### config.mk
export PLATFORM = sky130hd
export DESIGN_NAME = lznt1_front_flat
export DESIGN_NICKNAME = d
export VERILOG_FILES = /design/src/rtl/lznt1_pkg.sv /design/src/rtl/lznt1_if.sv /design/src/rtl/lznt1_front.sv /design/src/flat_wrapper.sv
export SDC_FILE = /design/constraint.sdc
export NUM_CORES = 1
export LEC_CHECK = 0
export ABC_AREA = 1
export BUFFER_PORTS_ARGS = -buffer_cell sky130_fd_sc_hd__buf_4
export CORE_UTILIZATION = 45
export DETAILED_ROUTE_END_ITERATION = 8
export PLACE_DENSITY = 0.77
export SYNTH_ARGS = -nofsm -noshare
export SYNTH_HDL_FRONTEND = slang
export SYNTH_SLANG_ARGS = --single-unit
### constraint.sdc
create_clock -name clk -period 1.9 [get_ports clk]
set_input_delay 0.095 -clock clk [delete_from_list [all_inputs] [get_ports clk]]
set_output_delay 0.095 -clock clk [all_outputs]
set_load 0.01 [all_outputs]
### src/rtl/lznt1_pkg.sv
// ----------------------------------------------------------------------------
// lznt1_pkg
// Shared types and constants for the LZNT1 unit decoder.
// ----------------------------------------------------------------------------
package lznt1_pkg;

    localparam int MAX_OUTPUT = 65536;
    localparam int CNT_W      = $clog2(MAX_OUTPUT + 1);
    localparam int LIMIT_W    = 17;
    localparam int LIM_W      = (CNT_W > LIMIT_W) ? CNT_W : LIMIT_W;
    localparam int HIST_DEPTH = 4096;
    localparam int HIST_AW    = 12;
    localparam int POS_W      = 13;
    localparam logic [POS_W-1:0] POS_SAT = 13'd4097;
    localparam int QUEUE_DEPTH = 2;

    // Operation codes of an input word.
    localparam logic OP_BYTE  = 1'b0;
    localparam logic OP_DRAIN = 1'b1;

    // Status codes of a result word.
    localparam logic [1:0] STAT_OK      = 2'd0;
    localparam logic [1:0] STAT_REFUSED = 2'd1;
    localparam logic [1:0] STAT_BAD     = 2'd2;
    localparam logic [1:0] STAT_STOP    = 2'd3;

    // Register indexes of the configuration port.
    localparam logic REG_OUT_LIMIT = 1'b0;

    typedef enum logic [2:0] {
        PH_HDR_LO  = 3'd0,
        PH_HDR_HI  = 3'd1,
        PH_STORED  = 3'd2,
        PH_FLAG    = 3'd3,
        PH_ITEM    = 3'd4,
        PH_CODE_HI = 3'd5
    } phase_t;

    typedef enum logic [1:0] {
        RUN_ACTIVE  = 2'd0,
        RUN_STOP    = 2'd1,
        RUN_BAD     = 2'd2,
        RUN_SRC_END = 2'd3
    } run_t;

    typedef struct packed {
        logic       op;
        logic [7:0] data_byte;
        logic       last_byte;
    } item_t;

    // Queue head handed from the front to the back.
    typedef struct packed {
        logic  valid;
        item_t item;
    } head_t;

endpackage

### src/rtl/lznt1_if.sv
// ----------------------------------------------------------------------------
// lznt1_if
// Valid/ready channels for input words and result words.
// ----------------------------------------------------------------------------
interface lznt1_in_if;
    logic       valid;
    logic       ready;
    logic       op;
    logic [7:0] data_byte;
    logic       last_byte;
    modport source (output valid, output op, output data_byte, output last_byte,
                    input ready);
    modport sink (input valid, input op, input data_byte, input last_byte,
                  output ready);
endinterface


### src/rtl/lznt1_front.sv
// ----------------------------------------------------------------------------
// lznt1_front
// Accepts input words into a two-entry queue ahead of the decoder.
// ----------------------------------------------------------------------------
module lznt1_front (
    input  logic               clk,
    input  logic               rst_n,
    lznt1_in_if.sink           in_ch,
    output lznt1_pkg::head_t   head,
    input  logic               pop
);
    import lznt1_pkg::*;

    item_t      slot_reg [QUEUE_DEPTH];
    logic       rd_ptr_reg, rd_ptr_next;
    logic       wr_ptr_reg, wr_ptr_next;
    logic [1:0] count_reg, count_next;
    logic       push;
    logic       do_pop;

    assign in_ch.ready = (count_reg != 2'(QUEUE_DEPTH));
    assign push        = in_ch.valid && in_ch.ready;
    assign do_pop      = pop && (count_reg != 2'd0);

    // Pointer and occupancy update.
    always_comb
    begin
        rd_ptr_next = do_pop ? ~rd_ptr_reg : rd_ptr_reg;
        wr_ptr_next = push ? ~wr_ptr_reg : wr_ptr_reg;
        count_next  = count_reg + {1'b0, push} - {1'b0, do_pop};
    end

    always_ff @(posedge clk or negedge rst_n)
    begin
        if (!rst_n)
        begin
            rd_ptr_reg <= 1'b0;
            wr_ptr_reg <= 1'b0;
            count_reg  <= 2'd0;
        end
        else
        begin
            rd_ptr_reg <= rd_ptr_next;
            wr_ptr_reg <= wr_ptr_next;
            count_reg  <= count_next;
        end
    end

    // Queue storage.
    always_ff @(posedge clk)
    begin
        if (push)
        begin
            slot_reg[wr_ptr_reg] <= '{op: in_ch.op, data_byte: in_ch.data_byte,
                                      last_byte: in_ch.last_byte};
        end
    end

    assign head.valid = (count_reg != 2'd0);
    assign head.item  = slot_reg[rd_ptr_reg];

endmodule

### src/flat_wrapper.sv
// flat-port wrapper written by rule: the top's interface ports become plain ports
module lznt1_front_flat import lznt1_pkg::*;
  (clk, rst_n, head, pop, in_ch_valid, in_ch_op, in_ch_data_byte, in_ch_last_byte, in_ch_ready);
  lznt1_in_if in_ch_i ();
  input  logic clk;
  input  logic rst_n;
  output lznt1_pkg::head_t head;
  input  logic pop;
  input wire logic [$bits(in_ch_i.valid)-1:0] in_ch_valid;
  input wire logic [$bits(in_ch_i.op)-1:0] in_ch_op;
  input wire logic [$bits(in_ch_i.data_byte)-1:0] in_ch_data_byte;
  input wire logic [$bits(in_ch_i.last_byte)-1:0] in_ch_last_byte;
  output wire logic [$bits(in_ch_i.ready)-1:0] in_ch_ready;
  assign in_ch_i.valid = in_ch_valid;
  assign in_ch_i.op = in_ch_op;
  assign in_ch_i.data_byte = in_ch_data_byte;
  assign in_ch_i.last_byte = in_ch_last_byte;
  assign in_ch_ready = in_ch_i.ready;
  lznt1_front u_core (.clk(clk), .rst_n(rst_n), .in_ch(in_ch_i), .head(head), .pop(pop));
endmodule
Word-level counts from Yosys, hierarchy flattened
Memories as Yosys holds them, arrays and structs flattened.
Cells that the tools add are included.

word-level totals
  flip-flop bits (word level) = 4
  memory bits (writable) = 20
  memories = 1
  logic and storage cells = 14
  output and inout bits = 12
  input bits = 14

operators by class
  reduce and logical (&&, ||, !) cells = 3
  mux-type cells = 2
  $add $sub $neg = 2
  bitwise operators = 2
  equal/unequal tests = 1

memories
  memory           words  width  read ports  clocked after memory_dff  write ports  RTL line           RTL
  u_core.slot_reg  2      10     1           0                         1            lznt1_front.sv:14  item_t slot_reg [QUEUE_DEPTH];

operators with widths
  kind                  count
  $add A2 B1 Y2         1
  $logic_and A1 B1 Y1   2
  $mux W1               2
  $ne A2 B2 Y1 const B  1
  $not A1 Y1            2
  $reduce_bool A2 Y1    1
  $sub A2 B1 Y2         1

Longest topological paths before layout
  word-level depth = 4
  gate-level depth with buffers = 10
  gate-level depth less buffers = 10

Least setup slack after synthesis
No wires, ideal clock.

  path kind = register to register
  start = reg u_core.count_reg[1]
  end = mem u_core.slot_reg[1][0] (netlist name), enable pin
  stages on the path, launching flop included = 4
  setup time = 0.376 ns
  arrival = 1.028 ns
  slack = 0.496 ns
  buffers on the path = 0
  clock period less this slack = 1.404 ns
  data required time = 1.524 ns
  cells stage by stage = dfrtp_1 > nand2_2 > nand2_2 > nor2_1

between the ends
  word-level cells in the longest chain between the ends = 4

ends and longest elaborated chain
  what                           RTL line            RTL
  start: declaration             lznt1_front.sv:17   logic [1:0] count_reg, count_next;
  start signal: assignment       lznt1_front.sv:45   count_reg <= count_next;
  $ne A2 B2 Y1                   lznt1_front.sv:21   assign in_ch.ready = (count_reg != 2'(QUEUE_DEPTH));
  via in_ch_ready                flat_wrapper.sv:13  output wire logic [$bits(in_ch_i.ready)-1:0] in_ch_ready;
  $logic_and A1 B1 Y1            lznt1_front.sv:22   assign push = in_ch.valid && in_ch.ready;
  $mux W1                        lznt1_front.sv:52   if (push)
  $mux W1 (implied by the code)  lznt1_front.sv:54   slot_reg[wr_ptr_reg] <= '{op: in_ch.op, data_byte: in_ch.data_byte,
  end: declaration               lznt1_front.sv:14

The timed path passes the listed nets, and every way through them passes these cells.

==> results.rst <==
.. list-table::
   :header-rows: 1

   * - Metric
     - Value
   * - Largest net degree at the start of global routing
     - 15
   * - Global-route wire length before repair
     - 2.73 mm
   * - Sw Ratio
     - 33.3%
   * - Comb power frac
     - 38.5%
   * - Latest clock arrival within the worst-skew pair
     - 310 ps
   * - Top cell type by total area after synthesis
     - edfxtp_1
   * - Count of state elements after synthesis
     - 24
   * - Diodes inserted
     - 0
   * - Sequential share of power
     - between 40% and 50%
   * - Post-route clock period utilization
     - 78.5%
   * - Static Leak
     - 0.000636 uW
   * - Top Ports
     - 26
   * - Switching Power
     - 629 uW
   * - # setup viols final
     - 0
   * - Simple-gate area share of the yosys netlist
     - 19.9%
   * - Highest achievable clock rate
     - between 0.6 and 0.7 GHz
   * - Fraction of the mapped netlist area in adder cells
     - 2.55%
   * - Kind of end point of the critical path
     - primary output
   * - Library cell with the highest instance count after synthesis
     - nand2_1
   * - Power Internal
     - ~1300 uW
   * - Placed Cells
     - ~140
   * - Number of detailed-routing iterations run before antenna repair
     - 3
   * - Worst-margin pin slew
     - 395 ps
   * - Worst path required time
     - 1800 ps
   * - Routing usage on met1
     - 16.2%
   * - Sequential share of the synthesized area
     - 71.4%
   * - Cell breakdown of the critical path
     - inv_2, nand2_1, nand2_1, buf_4
   * - Area growth syn-to-layout
     - 37.6%
   * - Row count
     - 16
   * - Worst-path fanout max
     - 12
   * - Share of synthesized registers carrying an async set or reset
     - 16.7%
   * - Layer with the highest usage after global routing
     - met2
   * - Result of the run
     - complete, no violations
   * - Netlist area before placement
     - 981 sq um
   * - Most numerous cell types in the synthesized netlist
     - nand2_1 (39), edfxtp_1 (20), inv_1 (7), dfrtp_1 (4)
   * - Number of non-filler instances in the completed layout
     - 151
   * - Fraction of post-synthesis cell area in the top cell type by area
     - roughly three fifths
   * - Residual overflow from global routing
     - 0
   * - Post-synthesis net count
     - 101
   * - Area enclosed by the die boundary
     - 2370 sq um
   * - Number of failing hold endpoints at the final stage
     - 0
   * - Die span in y
     - ~49 um
   * - Detailed-route wire length
     - roughly 1.6 mm
   * - Final Total Pwr
     - about 1900 uW
   * - Chip Width
     - 48.7 um
   * - Number of synthesis warnings
     - 0
   * - Worst Path Arrival
     - 1400 ps
   * - Clock Power Share
     - a little under a fifth
   * - Footprint of the multi-input gates
     - 220 sq um
   * - Initial cell density of the core
     - 49.0%
   * - Path category of the worst min-delay check
     - in2reg
   * - Worst path most repeated cell
     - nand2_1
   * - Layout fillers
     - around 150
   * - Maximum count of clock buffers along a single path
     - 2
   * - Type of the worst setup path
     - reg2out
   * - Post-layout net count
     - 141
   * - Hold WS
     - roughly 37 ps
   * - Cells after synthesis
     - 85
   * - Slack of the critical path
     - 408 ps
   * - Global-route met3 utilization
     - 3.77%
   * - Number of max-cap violations
     - 0
   * - Worst slack after detailed placement
     - 516 ps
   * - Total area of sequential cells
     - roughly 700 sq um
   * - Total clock sinks
     - 24
   * - Total number of vias
     - about 670
   * - Worst Clk Skew
     - between 5 and 6 ps
   * - Htree depth
     - 1
   * - Xor and xnor fraction of the mapped netlist area
     - 0%
   * - Setup repair after global routing missed its margin
     - false
   * - Met2 Use GR
     - 28.5%
   * - Post-synthesis area per instance
     - 11.5 sq um
   * - Final HPWL DP
     - 1.05 mm
   * - Number of remaining DRC errors
     - 0
   * - Maximum VDD drop
     - 0.965 mV
   * - Max FFs per register
     - 20
   * - Max incr delay on CP
     - 590 ps
   * - CP top delay family
     - flip-flops
   * - Total clock buffers created by CTS
     - 3
   * - Count of buffer and inverter cells on the critical path
     - 2
   * - TritonCTS clock tree
     - done
   * - Clock-pin slew of the registers on the worst-case setup and hold paths
     - 120 ps
   * - Post-layout min period
     - 1490 ps
   * - Antenna violations before repair
     - 0
   * - Post-Route Setup TNS
     - 0 ps
   * - Complex-gate fraction of the synthesized area
     - 0%
   * - Synth cell types
     - 11
   * - Synth top area cells
     - edfxtp_1 (61%), nand2_1 (15%), dfrtp_1 (10%)
   * - Flip-flop cell with the highest count after synthesis
     - edfxtp_1
   * - Normalized max-slew margin
     - roughly three quarters
   * - Main combinational cell family by area after synthesis
     - simple AND/OR/NAND/NOR gates
   * - Routed length per instance
     - 10.7 um
   * - Slowest stage cell on the critical path
     - dfrtp_1
   * - Final ANT Viol Nets
     - 0
   * - Post-CTS setup buffers
     - 0
   * - Number of global-route vias before repair
     - ~700
   * - Clk root buf
     - clkbuf_4
   * - Share of post-route cells with drive strength above 1
     - 29.8%
   * - Multiplexer share of the synthesized area
     - 0%
   * - IO Port Bufs
     - 25
   * - PwrDens
     - 1400 nW/um^2
   * - Core area
     - approximately 2000 sq um
   * - Initial drt markers
     - 5
   * - Max-slew violation count
     - 0
   * - Overall routing resource usage
     - 15.2%
   * - Vias per cell
     - 4.41
   * - Number of flops mapped to enable cells by yosys
     - 20
   * - Final weighted congestion in routability-driven placement
     - 0.643
   * - Startpoint types
     - register
==> worst min-delay path, stage by stage <==
cell	delay, ps
buf_4	90
nand3_1	70
nand2_1	70
==> final timing paths <==
kind | slack (ps) | to | cells after the start | startpoint
min in group asynchronous | 100 | u_core.count_reg[0]$_DFF_PN0_ | 2 | rst_n
max in group asynchronous | 1700 | u_core.count_reg[1]$_DFF_PN0_ | 2 | rst_n
max reg2reg | 510 | u_core.count_reg[1]$_DFF_PN0_ | 10 | u_core.count_reg[1]$_DFF_PN0_
max | 410 | head[0] | 4 | u_core.rd_ptr_reg$_DFFE_PN0P_
min reg2reg | 490 | u_core.wr_ptr_reg$_DFFE_PN0P_ | 2 | u_core.wr_ptr_reg$_DFFE_PN0P_
min | 40 | u_core.rd_ptr_reg$_DFFE_PN0P_ | 3 | pop
==> cell usage in the layout (no fill, tap or decap) <==
cell type      synthesis  routed
buf_4                  0      26
bufinv_16              0       1
clkbuf_4               0       3
dfrtp_1                4       4
dlygate4sd3_1          0      11
edfxtp_1              20      20
ha_1                   2       2
inv_1                  7       7
inv_2                  3       3
nand2_1               39      39
nand2_2                3       3
nand2_4                1       1
nand3_1                3       3
nor2_1                 1       1
==> timing repair <==
| item | 4_1_cts | 5_1_grt |
|---|---|---|
| endpoints found under the hold margin | 24 | 0 |
| gates resized for setup | 0 | 0 |
| hold buffers | 11 | 0 |
==> power by group through the flow <==
| stage | Combinational, uW | Clock, uW | Sequential, uW |
|---|---|---|---|
| floorplan | 473 | 0 | 783 |
| global placement | 697 | 0 | 814 |
| detailed placement | 712 | 0 | 821 |
| CTS | 734 | 363 | 807 |
| global route | 828 | 383 | 820 |
| finish | 728 | 357 | 806 |
==> stage by stage <==
step / cell area, sq um / util, %
floorplan: 981 / -
global placement: 1190 / 59.3
detailed placement: 1190 / 59.3
CTS: 1350 / 67.4
global route: 1350 / 67.4
finish: 1350 / 67.4
==> area by class of cell <==
type / count / area share, %
flip-flops and latches: 24 / 51.9
clock buffers: 3 / 1.67
well taps: 27 / 2.50
repair buffers: 37 / 22.6
inverters: 10 / 2.78
multi-input cells: 49 / 16.3
clock inverters: 1 / 2.22
==> kinds of logic after synthesis <==
logic type	after synthesis
and+or+nand+nor	47
buffers and inverters	12
DFF	24
adders and majority gates	2
==> routing by layer <==
metal / routed length (um) / vias up
met3: 83 / 2
met5: 0 / -
met1: 690 / 300
li1: - / 346
met2: 821 / 18
met4: 15 / 0
No activity file was read; power rests on OpenSTA's default activity.
